`src/rtl/clnwq_pkg.sv`:
```
// shared types, defaults and helpers for the character lcd nibble write queue
// used by the controller, datapath and top level; no dependencies
package clnwq_pkg;

    localparam int SLOT_COUNT_DEF = 8;
    localparam int SLOT_BYTES_DEF = 32;

    localparam logic [6:0] ROW1_BASE = 7'h40;
    localparam logic [6:0] ROW2_BASE = 7'h14;
    localparam logic [6:0] ROW3_BASE = 7'h54;
    localparam logic [6:0] ROW0_BASE = 7'h00;
    localparam logic [7:0] SET_ADDR_CMD = 8'h80;

    typedef struct packed {
        logic       operation;
        logic [5:0] column;
        logic [2:0] row;
        logic [7:0] char_code;
        logic       first_char;
        logic       last_char;
        logic       empty_text;
    } in_item_t;

    typedef struct packed {
        logic [3:0] nibble_out;
        logic       register_select;
        logic       strobe_res;
        logic       accepted;
        logic       overflow;
        logic       busy_res;
    } out_item_t;

    typedef enum logic [2:0] {
        ST_IDLE = 3'b001,
        ST_EXEC = 3'b010,
        ST_WR2  = 3'b100
    } state_t;

    typedef struct packed {
        logic idle;
        logic capture;
        logic exec;
        logic second;
        logic commit;
    } ctl_t;

    typedef struct packed {
        logic two_write;
        logic out_free;
    } stat_t;

    function automatic logic [6:0] row_base(input logic [2:0] row);
        logic [6:0] base;
        case (row)
            3'd1:    base = ROW1_BASE;
            3'd2:    base = ROW2_BASE;
            3'd3:    base = ROW3_BASE;
            default: base = ROW0_BASE;
        endcase
        return base;
    endfunction

endpackage

```
`src/rtl/clnwq_ram.sv`:
```
// generic single write port ram with registered read
// no dependencies
module clnwq_ram #(
    parameter int WIDTH = 8,
    parameter int DEPTH = 256
) (
    input  logic                     clk,
    input  logic                     we,
    input  logic [$clog2(DEPTH)-1:0] waddr,
    input  logic [WIDTH-1:0]         wdata,
    input  logic                     re,
    input  logic [$clog2(DEPTH)-1:0] raddr,
    output logic [WIDTH-1:0]         rdata
);

    logic [WIDTH-1:0] mem [DEPTH];
    logic [WIDTH-1:0] rdata_reg;

    always_ff @(posedge clk)
    begin
        if (we)
        begin
            mem[waddr] <= wdata;
        end
        if (re)
        begin
            rdata_reg <= mem[raddr];
        end
    end

    assign rdata = rdata_reg;

endmodule

```
`src/rtl/clnwq_ctrl.sv`:
```
// controller state machine: item acceptance, write sequencing, result hand-off
// depends on clnwq_pkg
module clnwq_ctrl
    import clnwq_pkg::*;
(
    input  logic  clk,
    input  logic  rst_n,
    input  logic  req_valid,
    output logic  req_stall,
    input  stat_t stat,
    output ctl_t  ctl
);

    state_t state_reg;
    state_t state_next;

    always_ff @(posedge clk or negedge rst_n)
    begin
        if (!rst_n)
        begin
            state_reg <= ST_IDLE;
        end
        else
        begin
            state_reg <= state_next;
        end
    end

    always_comb
    begin
        state_next = state_reg;
        case (state_reg)
            ST_IDLE:
            begin
                if (req_valid)
                begin
                    state_next = ST_EXEC;
                end
            end
            ST_EXEC:
            begin
                if (stat.two_write)
                begin
                    state_next = ST_WR2;
                end
                else if (stat.out_free)
                begin
                    state_next = ST_IDLE;
                end
            end
            ST_WR2:
            begin
                if (stat.out_free)
                begin
                    state_next = ST_IDLE;
                end
            end
            default:
            begin
                state_next = ST_IDLE;
            end
        endcase
    end

    always_comb
    begin
        ctl.idle    = (state_reg == ST_IDLE);
        ctl.capture = ctl.idle && req_valid;
        ctl.exec    = (state_reg == ST_EXEC);
        ctl.second  = (state_reg == ST_WR2);
        ctl.commit  = ((ctl.exec && !stat.two_write) || ctl.second) && stat.out_free;
    end

    assign req_stall = (state_reg != ST_IDLE);

endmodule

```
`src/rtl/clnwq_datapath.sv`:
```
// datapath: ring pointers, byte store and slot lengths, result register
// depends on clnwq_pkg and clnwq_ram
module clnwq_datapath
    import clnwq_pkg::*;
#(
    parameter int SLOT_COUNT = SLOT_COUNT_DEF,
    parameter int SLOT_BYTES = SLOT_BYTES_DEF
) (
    input  logic      clk,
    input  logic      rst_n,
    input  in_item_t  req,
    input  ctl_t      ctl,
    output stat_t     stat,
    output logic      rsp_valid,
    output out_item_t rsp,
    input  logic      rsp_stall
);

    localparam int SW    = $clog2(SLOT_COUNT);
    localparam int PW    = $clog2(SLOT_BYTES + 1);
    localparam int DEPTH = SLOT_COUNT * SLOT_BYTES;
    localparam int AW    = $clog2(DEPTH);

    in_item_t  item_reg;
    out_item_t out_reg;
    out_item_t res;
    logic      out_valid_reg;

    logic [SW-1:0] head_reg, head_next;
    logic [SW-1:0] tail_reg, tail_next;
    logic [PW-1:0] rp_reg, rp_next;
    logic          phase_reg, phase_next;
    logic [PW-1:0] wp_reg, wp_next;
    logic          rej_reg, rej_next;
    logic          send_reg, send_next;

    logic [SW-1:0] head_inc, tail_inc;
    logic          full;
    logic [6:0]    addr7;
    logic [7:0]    cmd_byte;
    logic [7:0]    byte_rd;
    logic [PW-1:0] len_rd;
    logic [PW-1:0] rp_inc;
    logic          wr_en;
    logic [PW-1:0] wr_pos;
    logic [7:0]    wr_data;
    logic          len_we;
    logic [PW-1:0] commit_len;
    logic [AW-1:0] wr_addr, rd_addr;

    assign head_inc = (head_reg == SW'(SLOT_COUNT - 1)) ? '0 : head_reg + SW'(1);
    assign tail_inc = (tail_reg == SW'(SLOT_COUNT - 1)) ? '0 : tail_reg + SW'(1);
    assign full     = (head_inc == tail_reg);
    assign addr7    = 7'(item_reg.column) + row_base(item_reg.row);
    assign cmd_byte = SET_ADDR_CMD | {1'b0, addr7};

    always_comb
    begin
        head_next  = head_reg;
        tail_next  = tail_reg;
        rp_next    = rp_reg;
        phase_next = phase_reg;
        wp_next    = wp_reg;
        rej_next   = rej_reg;
        send_next  = send_reg;
        res        = '0;
        rp_inc     = rp_reg;
        wr_en      = 1'b0;
        wr_pos     = '0;
        wr_data    = item_reg.char_code;
        len_we     = 1'b0;
        commit_len = '0;
        if (!item_reg.operation)
        begin
            if (send_reg)
            begin
                if (head_reg == tail_reg)
                begin
                    send_next = 1'b0;
                end
                else
                begin
                    res.nibble_out      = phase_reg ? byte_rd[3:0] : byte_rd[7:4];
                    res.register_select = (rp_reg != '0);
                    res.strobe_res      = 1'b1;
                    phase_next          = !phase_reg;
                    rp_inc              = phase_reg ? rp_reg + PW'(1) : rp_reg;
                    rp_next             = rp_inc;
                    if (rp_inc >= len_rd)
                    begin
                        tail_next  = tail_inc;
                        rp_next    = '0;
                        phase_next = 1'b0;
                    end
                end
            end
        end
        else if (item_reg.first_char)
        begin
            if (full)
            begin
                wp_next      = '0;
                rej_next     = !item_reg.last_char;
                res.overflow = 1'b1;
            end
            else
            begin
                rej_next     = 1'b0;
                res.accepted = 1'b1;
                wr_en        = 1'b1;
                wr_data      = cmd_byte;
                wp_next      = item_reg.empty_text ? PW'(1) : PW'(2);
                if (item_reg.last_char)
                begin
                    len_we     = 1'b1;
                    commit_len = wp_next;
                    head_next  = head_inc;
                    send_next  = 1'b1;
                    wp_next    = '0;
                end
            end
        end
        else if (rej_reg)
        begin
            res.overflow = 1'b1;
            if (item_reg.last_char)
            begin
                rej_next = 1'b0;
            end
        end
        else if (wp_reg == '0)
        begin
            res.overflow = 1'b1;
        end
        else
        begin
            if (wp_reg < PW'(SLOT_BYTES))
            begin
                wr_en        = 1'b1;
                wr_pos       = wp_reg;
                wp_next      = wp_reg + PW'(1);
                res.accepted = 1'b1;
            end
            else
            begin
                res.overflow = 1'b1;
            end
            if (item_reg.last_char)
            begin
                len_we     = 1'b1;
                commit_len = wp_next;
                head_next  = head_inc;
                send_next  = 1'b1;
                wp_next    = '0;
            end
        end
        // second write of a first item puts the character after the command
        if (ctl.second)
        begin
            wr_pos  = PW'(1);
            wr_data = item_reg.char_code;
        end
        res.busy_res = (head_next != tail_next);
    end

    assign stat.two_write = item_reg.operation && item_reg.first_char && !full
                            && !item_reg.empty_text;
    assign stat.out_free  = !out_valid_reg || !rsp_stall;

    assign wr_addr = AW'(head_reg) * AW'(SLOT_BYTES) + AW'(wr_pos);
    assign rd_addr = AW'(tail_reg) * AW'(SLOT_BYTES) + AW'(rp_reg);

    clnwq_ram #(
        .WIDTH (8),
        .DEPTH (DEPTH)
    ) u_byte_ram (
        .clk   (clk),
        .we    ((ctl.exec && wr_en) || ctl.second),
        .waddr (wr_addr),
        .wdata (wr_data),
        .re    (ctl.idle),
        .raddr (rd_addr),
        .rdata (byte_rd)
    );

    clnwq_ram #(
        .WIDTH (PW),
        .DEPTH (SLOT_COUNT)
    ) u_len_ram (
        .clk   (clk),
        .we    (len_we && ctl.commit),
        .waddr (head_reg),
        .wdata (commit_len),
        .re    (ctl.idle),
        .raddr (tail_reg),
        .rdata (len_rd)
    );

    always_ff @(posedge clk)
    begin
        if (ctl.capture)
        begin
            item_reg <= req;
        end
        if (ctl.commit)
        begin
            out_reg <= res;
        end
    end

    always_ff @(posedge clk or negedge rst_n)
    begin
        if (!rst_n)
        begin
            head_reg      <= '0;
            tail_reg      <= '0;
            rp_reg        <= '0;
            phase_reg     <= 1'b0;
            wp_reg        <= '0;
            rej_reg       <= 1'b0;
            send_reg      <= 1'b0;
            out_valid_reg <= 1'b0;
        end
        else
        begin
            if (ctl.commit)
            begin
                head_reg  <= head_next;
                tail_reg  <= tail_next;
                rp_reg    <= rp_next;
                phase_reg <= phase_next;
                wp_reg    <= wp_next;
                rej_reg   <= rej_next;
                send_reg  <= send_next;
            end
            if (ctl.commit)
            begin
                out_valid_reg <= 1'b1;
            end
            else if (!rsp_stall)
            begin
                out_valid_reg <= 1'b0;
            end
        end
    end

    assign rsp_valid = out_valid_reg;
    assign rsp       = out_reg;

`ifndef ASSERT_OFF
    a_rp_in_slot: assert property (@(posedge clk) disable iff (!rst_n)
        rp_reg < PW'(SLOT_BYTES))
        else $error("read position beyond slot");
    a_wp_in_slot: assert property (@(posedge clk) disable iff (!rst_n)
        wp_reg <= PW'(SLOT_BYTES))
        else $error("write position beyond slot");
    a_rej_closed: assert property (@(posedge clk) disable iff (!rst_n)
        rej_reg |-> (wp_reg == '0))
        else $error("rejected item with open slot");
    a_acc_ovf: assert property (@(posedge clk) disable iff (!rst_n)
        rsp_valid |-> !(rsp.accepted && rsp.overflow))
        else $error("item both stored and dropped");
    a_strobe_tick: assert property (@(posedge clk) disable iff (!rst_n)
        (rsp_valid && rsp.strobe_res) |-> (!rsp.accepted && !rsp.overflow))
        else $error("strobe on a text item");
`endif

endmodule

```
`src/rtl/char_lcd_nibble_write_queue.sv`:
```
// top level of the character lcd nibble write queue
// depends on clnwq_pkg, clnwq_ctrl and clnwq_datapath
//
// req carries one item: a timer tick (operation 0) or a text character
// (operation 1) with column, row and first/last/empty marks. text items fill
// a ring of SLOT_COUNT slots of SLOT_BYTES bytes; the first character writes
// the set-address command, the last commits the slot. each tick sends one
// nibble of the oldest committed slot, high nibble first.
// rsp gives one result per item: nibble, register select, strobe,
// accepted, overflow and busy.
// rsp_valid rises once the item commits, from ST_EXEC, or from ST_WR2 for a first
// character with text (two byte store writes on the single write port).
// one item is taken at a time: req_stall stays high until it commits;
// the byte store read for a tick is issued while idle and is registered.
// reset clears pointers, flags and the result valid; stores need no clear.
// while rsp is stalled the next item is still taken and worked on; its
// result waits inside until the result register frees, req_stall stays high.
module char_lcd_nibble_write_queue
    import clnwq_pkg::*;
#(
    parameter int SLOT_COUNT = SLOT_COUNT_DEF,
    parameter int SLOT_BYTES = SLOT_BYTES_DEF
) (
    input  logic      clk,
    input  logic      rst_n,
    input  logic      req_valid,
    output logic      req_stall,
    input  in_item_t  req,
    output logic      rsp_valid,
    input  logic      rsp_stall,
    output out_item_t rsp
);

    ctl_t  ctl;
    stat_t stat;

    clnwq_ctrl u_ctrl (
        .clk       (clk),
        .rst_n     (rst_n),
        .req_valid (req_valid),
        .req_stall (req_stall),
        .stat      (stat),
        .ctl       (ctl)
    );

    clnwq_datapath #(
        .SLOT_COUNT (SLOT_COUNT),
        .SLOT_BYTES (SLOT_BYTES)
    ) u_datapath (
        .clk       (clk),
        .rst_n     (rst_n),
        .req       (req),
        .ctl       (ctl),
        .stat      (stat),
        .rsp_valid (rsp_valid),
        .rsp       (rsp),
        .rsp_stall (rsp_stall)
    );

endmodule
```
`config.mk`:
```
export PLATFORM = sky130hd
export DESIGN_NAME = char_lcd_nibble_write_queue
export DESIGN_NICKNAME = d
export VERILOG_FILES = /design/src/rtl/clnwq_pkg.sv /design/src/rtl/clnwq_ram.sv /design/src/rtl/clnwq_ctrl.sv /design/src/rtl/clnwq_datapath.sv /design/src/rtl/char_lcd_nibble_write_queue.sv
export SDC_FILE = /design/constraint.sdc
export NUM_CORES = 2
export LEC_CHECK = 0
export BUFFER_PORTS_ARGS = -buffer_cell sky130_fd_sc_hd__buf_2
export CAP_MARGIN = 15
export CORE_MARGIN = 2
export CORE_UTILIZATION = 40
export DETAILED_ROUTE_END_ITERATION = 12
export GPL_TIMING_DRIVEN = 0
export PLACE_DENSITY = 0.59
export SYNTH_ARGS = -nofsm -noshare
export SYNTH_HDL_FRONTEND = slang
export SYNTH_SLANG_ARGS = --single-unit
```
`constraint.sdc`:
```
create_clock -name clk -period 15.3 [get_ports clk]
set_clock_uncertainty 0.2 [all_clocks]
set_input_delay 3.06 -clock clk [delete_from_list [all_inputs] [get_ports clk]]
set_output_delay 3.06 -clock clk [all_outputs]
set_load 0.005 [all_outputs]
```
# Word-level counts from Yosys, hierarchy flattened
# Memories as Yosys holds them, arrays and structs flattened. A register that Yosys moved wholly into a read port is not among the register bits.
# Cells that the tools add are included.
dict set report totals {
  ram_bits 2096
  register_bits 55
  word_cells 163
  in_bits 25
  output_inout_bits 11
  mem_count 2
}
dict set report classes {
  reduce_logical 26
  mux 82
  bitwise 3
  eq_ne 19
  magnitude_cmp 2
  addsub 7
}
# memory words width rd rd_clocked_by_memory_dff write_ports line
set mem_list {}
lappend mem_list {u_datapath.u_byte_ram.mem 256 8 1 1 1 clnwq_ram.sv:16} ;# logic [WIDTH-1:0] mem [DEPTH];
lappend mem_list {u_datapath.u_len_ram.mem 8 6 1 1 1 clnwq_ram.sv:16}
# operator n
set ops {}
lappend ops {{6-bit 2-to-1 mux} 22}
lappend ops {{3-bit 2-to-1 mux} 15}
lappend ops {{1-bit 2-to-1 mux} 36}
lappend ops {{8-bit 2-to-1 mux} 4}
lappend ops {{7-bit case mux with 3 select lines} 1}
lappend ops {{8-bit by 6-bit adder with 8-bit output} 2}
lappend ops {{6-bit by 1-bit adder with 6-bit output (second input constant)} 2}
lappend ops {{4-bit AND reduction} 3}
lappend ops {{3-bit by 2-bit == test with 1-bit output (second input constant)} 3}
lappend ops {{3-bit == test (second input constant)} 3}
lappend ops {{3-bit inequality test (second input constant)} 3}
lappend ops {{3-bit case mux with 3 select lines} 1}
lappend ops {{1-bit logical AND} 8}
lappend ops {{6-bit by 7-bit adder with 7-bit output} 1}
lappend ops {{1-bit zero test} 7}
lappend ops {{3-bit by 1-bit adder with 3-bit output (second input constant)} 2}
lappend ops {{3-bit by 1-bit == test with 1-bit output (second input constant)} 2}
lappend ops {{3-bit == test} 2}
lappend ops {{6-bit greater-or-equal comparator} 1}
lappend ops {{6-bit zero test} 1}
lappend ops {{6-bit < comparator (second input constant)} 1}
lappend ops {{2-bit by 1-bit inequality test with 1-bit output (second input constant)} 3}
lappend ops {{6-bit nonzero test} 1}
lappend ops {{2-bit 2-to-1 mux} 2}
lappend ops {{other kinds (9)} 13}

# Logic depth before layout (Yosys ltp)
dict set report logic_depth {
  word_depth 13
  depth_mapped 17
  ltp_nobuf 12
}

# Hierarchy
# A second synthesis with hierarchy kept.
dict set report unflattened {
  cells_unflattened 4105
  area_unflattened_um2 84786.3
}
# module instances seq_area_each_um2 cells_per_inst area_per_inst_um2
set by_module_without_submodules {}
lappend by_module_without_submodules {{clnwq_ram (u_datapath.u_byte_ram)} 1 61739.2 3733 79636.4}
lappend by_module_without_submodules {clnwq_datapath 1 1451.4 261 2870.3}
lappend by_module_without_submodules {{clnwq_ram (u_datapath.u_len_ram)} 1 1621.6 88 2082.0}
lappend by_module_without_submodules {clnwq_ctrl 1 76.3 23 197.7}

# Worst setup path before layout
# Ideal clock, no wire load.
dict set report synth_path {
  kind {flip-flop to flip-flop}
  startpoint {reg u_datapath.head_reg[1]}
  endpoint {mem u_datapath.u_byte_ram.mem[0][4] (data pin)}
  path_stages_with_launch 9
  path_slack_ns 0.989
  arrival_time_ns 11.924
  setup_ns 2.187
  required_time_ns 12.913
  path_cell_list {dfrtp_1 -> ha_1 -> ha_1 -> and3b_1 -> a2bb2oi_1 -> a21oi_1 -> or4_1 -> clkbuf_1 -> o21ai_0}
}
dict set report synth_via {
  elab_chain_cells 7
  elab_cells_between_ends 8
}
# element line
set synth_rtl {}
lappend synth_rtl {{start: declaration} clnwq_datapath.sv:29} ;# logic [SW-1:0] head_reg, head_next;
lappend synth_rtl {{start signal: assignment} clnwq_datapath.sv:228} ;# head_reg <= head_next;
lappend synth_rtl {{3-bit by 1-bit adder with 3-bit output / 3-bit == test (equally long branches)} clnwq_datapath.sv:51} ;# assign head_inc = (head_reg == SW'(SLOT_COUNT - 1)) ? '0 : head_reg + SW'(1);
lappend synth_rtl {{3-bit 2-to-1 mux (*)} clnwq_datapath.sv:51}
lappend synth_rtl {{3-bit == test (*)} clnwq_datapath.sv:53} ;# assign full = (head_inc == tail_reg);
lappend synth_rtl {{8-bit 2-to-1 mux (*)} clnwq_datapath.sv:100} ;# if (full)
lappend synth_rtl {{8-bit 2-to-1 mux (*)} clnwq_datapath.sv:98} ;# else if (item_reg.first_char)
lappend synth_rtl {{8-bit 2-to-1 mux (*)} clnwq_datapath.sv:73} ;# if (!item_reg.operation)
lappend synth_rtl {{8-bit 2-to-1 mux (*)} clnwq_datapath.sv:158} ;# if (ctl.second)
lappend synth_rtl {{via u_datapath.u_byte_ram.wdata[4]} clnwq_ram.sv:10} ;# input logic [WIDTH-1:0] wdata,
lappend synth_rtl {{end: declaration} clnwq_ram.sv:16}
# Mark *: on every way through the listed nets, which the timed path passes. The rest lies on a longest branch.

# Final worst setup path
dict set report layout_path {
  startpoint {reg u_datapath.rp_reg[3]}
  endpoint {reg u_datapath.u_byte_ram.rdata_reg[3] (netlist: u_datapath.u_byte_ram.rdata[3]), read port of u_datapath.u_byte_ram.mem (data pin)}
}
dict set report layout_via {
  elab_chain_cells 1
}
# element line
set layout_rtl {}
lappend layout_rtl {{start: declaration} clnwq_datapath.sv:31} ;# logic [PW-1:0] rp_reg, rp_next;
lappend layout_rtl {{start signal: assignment} clnwq_datapath.sv:230} ;# rp_reg <= rp_next;
lappend layout_rtl {{8-bit by 6-bit adder with 8-bit output} clnwq_datapath.sv:171} ;# assign rd_addr = AW'(tail_reg) * AW'(SLOT_BYTES) + AW'(rp_reg);
lappend layout_rtl {{end: declaration} clnwq_ram.sv:17} ;# logic [WIDTH-1:0] rdata_reg;
# No other way between the ends.
# A chain may end at the register's enable or synchronous reset.

==> Implementation_results.wiki <==
{| class="wikitable"
! Metric !! Value
|-
| Nets || between 4000 and 5000
|-
| Global routing usage summed across all routing layers || between 20% and 30%
|-
| Post-synth top area share || between 70% and 80%
|-
| Largest cells by area after synthesis || sky130_fd_sc_hd__edfxtp_1 (75%), sky130_fd_sc_hd__mux4_2 (8.2%), sky130_fd_sc_hd__mux2i_1 (4.5%)
|-
| Root buf cell || sky130_fd_sc_hd__clkbuf_16
|-
| Power density cells || 138.5 nW/um^2
|-
| Critical-path top delay cell || sky130_fd_sc_hd__clkbuf_1
|-
| Inserted Clock Buffers || between 200 and 250
|-
| Initial cell density of the core || 40.16%
|-
| H-tree depth || 4
|-
| Worst hold path endpoint || u_ctrl.state_reg[1]$_DFFE_PN0P_
|-
| Average detailed-routed wire length per instance || roughly 36 um
|-
| Clock transition at path regs || about 60 ps
|-
| Number of buffer cells added on primary ports || 35
|-
| Share of synthesized registers carrying an async set or reset || 1.155%
|-
| Post-detailed-route DRC marker count || 0
|-
| Start point of the worst hold path || u_ctrl.state_reg[2]$_DFFE_PN0P_
|-
| Die span in x || about 470 um
|-
| Worst setup slack before clock tree synthesis || between 9000 and 10000 ps
|-
| Initial antenna violation count || 11
|-
| Syn nets || approximately 4500
|-
| Number of DRC markers in iteration 0 || between 7000 and 8000
|-
| Die height || 468.0 um
|-
| Worst-case reg-to-reg path depth || 9
|-
| Worst R2R Start || u_datapath.rp_reg[3]$_DFFE_PN0P_
|-
| Crit. Startpoint || u_datapath.rp_reg[3]$_DFFE_PN0P_
|-
| Share of total power in the clock network || a little under two fifths
|-
| Later-pin clock latency in the skew report || roughly 890 ps
|-
| Cell with the most instances on the worst path || sky130_fd_sc_hd__clkbuf_1
|-
| Gates resized, CTS repair || 0
|-
| Pleak || about 29 nW
|-
| Cell type with the largest total area after synthesis || sky130_fd_sc_hd__edfxtp_1
|-
| Leading cell type by number of instances after synthesis || sky130_fd_sc_hd__edfxtp_1
|-
| Total iterations of the first detailed-routing run || 9
|-
| Critical path capture point type || register
|-
| Final period utilization || 40.76%
|-
| Cell types with the highest counts after synthesis || sky130_fd_sc_hd__edfxtp_1 (2140), sky130_fd_sc_hd__mux2i_1 (389), sky130_fd_sc_hd__mux4_2 (313)
|-
| Total wire length || approximately 280000 um
|-
| Number of top-level design ports || 36
|-
| Worst Path Required || 15660 ps
|-
| Arrival time of the worst setup path || 6600 ps
|-
| Placed instance count || roughly 7400
|-
| Run status || completed
|-
| Routability congestion estimate || 1.021
|-
| Clock sink count || between 2000 and 2500
|-
| Highest clock rate || 0.1603 GHz
|-
| Largest stage delay on the critical path || approximately 1100 ps
|-
| CTS tree || built
|-
| Total setup buffers inserted after CTS || 0
|-
| Number of nets with antenna violations after routing || 0
|-
| Reported max-cap violation count || 0
|-
| Netlist area before placement || around 86000 sq um
|-
| Hold bufs inserted after CTS || 0
|-
| Post-route insts no fill || around 8000
|-
| Tightest Pin Transition || ~1500 ps
|-
| Number of warnings reported in the yosys synthesis log || 0
|-
| Post-detail-place hpwl || between 150000 and 200000 um
|-
| Die area || roughly 220000 sq um
|-
| Count of final setup violators || 0
|-
| Path type of the worst min-delay path || reg2reg
|-
| Setup repair after global routing missed its margin || no
|-
| Mean instance size in the synthesized netlist || 19.20 sq um
|-
| Final-report hold violation count || 0
|-
| Worst relative slew slack || ~3%
|-
| Mean number of vias per cell || 6.208
|-
| Share of total power in sequential cells || a little over half
|-
| Wire length of the first global-routing pass || 382500 um
|-
| Int Power || 0.01028 W
|-
| Worst setup SP type || register
|-
| Final slew viol count || 0
|-
| Top fanout value on the critical path || 10
|-
| Critical path, cell by cell || clkbuf_1 > clkbuf_1 > clkbuf_1 > clkbuf_1 > o221ai_1 > o22ai_1 > nor3_1 > o31ai_1 > nor4_1
|-
| Worst R2R End || u_datapath.u_byte_ram.rdata[3]$_DFFE_PN_
|-
| Post-layout min period || around 6200 ps
|-
| Part of the Yosys area used for sequential elements || approximately 75%
|-
| Number of global-route vias before repair || between 40000 and 50000
|-
| Min setup slack post-route || about 9100 ps
|-
| Flip-flop count of the largest register after layout || between 2000 and 2500
|-
| CP Class || reg2reg
|-
| Synth Flop Type || sky130_fd_sc_hd__edfxtp_1
|-
| Total gr overflow || 0
|-
| Flip-flop and latch count after synthesis || between 2000 and 2500
|-
| Area of the core || between 200000 and 250000 sq um
|-
| Routed vias || ~49000
|-
| Synthesis-to-finish area growth || 14.16%
|-
| EDFF count, synth || 2140
|-
| Power spent charging and discharging nets || 0.003338 W
|-
| Share of the core filled with cells || 45.85%
|-
| Largest buffer count on any clock path || 3
|-
| Worst hold path cell count || 1
|-
| Post-synthesis cell type count || 75
|-
| Switching share of power || 24.50%
|-
| Fraction of layout cells with a size suffix above 1 || between 10% and 20%
|-
| Maximum VDD drop || 0.0001744 V
|-
| Portion of total power attributed to combinational logic || under 10%
|-
| Gate count after technology mapping || between 4000 and 5000
|-
| Pin count of the biggest net entering global routing || about 140
|-
| Core Rows || 170
|-
| Setup TNS || 0 ps
|-
| Register-to-register setup slack || 9060 ps
|}
kinds of logic (layout without fill, tap and decap cells):
group / count (synthesis) / after routing / share of synthesized area (%)
other: 0 / 10 / 0
adder cells (fa/ha/maj): 20 / 20 / 0.2906
AO/OA/AOI/OAI: 528 / 528 / 4.327
multiplexers: 764 / 764 / 14.01
AND/OR/NAND/NOR: 708 / 708 / 3.763
buffers and inverters: 280 / 803 / 2.052
XOR/XNOR: 20 / 20 / 0.2034
flip-flops: 2165 / 2165 / 75.35
worst max path at each step:
stage / slack (ps) / cells past startpoint / endpoint
final: 9060 / 9 / u_datapath.u_byte_ram.rdata[3]$_DFFE_PN_
after global routing: 8960 / 4 / req_stall
after CTS: 9050 / 4 / req_stall
after detailed placement: 9440 / 7 / u_datapath.u_len_ram.mem[6][3]$_DFFE_PP_
after global placement: -14160 / 8 / u_datapath.u_byte_ram.mem[196][4]$_DFFE_PP_
after floorplan: 990 / 8 / u_datapath.u_byte_ram.mem[0][4]$_DFFE_PP_
final cells by class:
type | instances | area (sq um)
antenna | 10 | 25.02
clock buffer | 253 | 5565
inverter | 17 | 63.81
tap | 2838 | 3551
buffer | 263 | 1717
fill | 18220 | 116100
timing repair buffer | 128 | 1549
multi-input combinational | 2040 | 19710
clock inverter | 142 | 1235
sequential | 2165 | 64890
routing by layer:
metal / global-route usage [%] / vias to the layer above / part of all wire [%]
met1: 34.45 / 25530 / 38
met2: 37.59 / 3328 / 44
met5: 0 / - / 0.042
li1: - / 19200 / -
met4: 13.83 / 14 / 6.3
met3: 7.362 / 694 / 12
layout by cell type, fill, tap and decap left out, types with 21 or more instances in the layout:
cell,n
sky130_fd_sc_hd__a21oi_1,134
sky130_fd_sc_hd__nand3_1,24
sky130_fd_sc_hd__buf_4,44
sky130_fd_sc_hd__mux4_2,313
sky130_fd_sc_hd__buf_6,47
sky130_fd_sc_hd__nor2_1,298
sky130_fd_sc_hd__edfxtp_1,2140
sky130_fd_sc_hd__clkinv_1,64
sky130_fd_sc_hd__mux2_2,29
sky130_fd_sc_hd__clkbuf_16,217
sky130_fd_sc_hd__mux2i_1,389
sky130_fd_sc_hd__nand2_1,152
sky130_fd_sc_hd__o21ai_0,43
sky130_fd_sc_hd__buf_12,26
sky130_fd_sc_hd__buf_1,22
sky130_fd_sc_hd__clkinv_2,33
sky130_fd_sc_hd__buf_2,107
sky130_fd_sc_hd__a22oi_1,61
sky130_fd_sc_hd__buf_8,21
sky130_fd_sc_hd__o22ai_1,53
sky130_fd_sc_hd__nor3_1,90
sky130_fd_sc_hd__dfrtp_1,24
sky130_fd_sc_hd__o221ai_1,166
sky130_fd_sc_hd__clkbuf_1,129
sky130_fd_sc_hd__mux4_1,28
worst max-delay path, delay by kind of cell, from the launching register on:
kind,cells,cell delay (ps)
AOI/OAI and AO/OA,3,1490
DFF,1,330
and+or+nand+nor,2,370
buffers and inverters,4,3520
through the flow:
step,power [W],instance area (sq um),hold WS (ps)
2_1_floorplan,0.008049,86110,252.4
4_1_cts,0.01361,98200,299.3
3_5_place_dp,0.008542,91400,292.5
3_3_place_gp,0.008822,89840,278.2
6_report,0.01362,98310,301.2
5_1_grt,0.01392,98280,328.1
power groups by stage:
stage	registers (W)	clock network [W]	logic [W]
floorplan	0.00750	0	0.000549
global placement	0.00780	0	0.00103
detailed placement	0.00727	0	0.00127
CTS	0.00714	0.00519	0.00127
global route	0.00715	0.00542	0.00135
finish	0.00715	0.00518	0.00130
No activity file was read; power rests on OpenSTA's default activity.
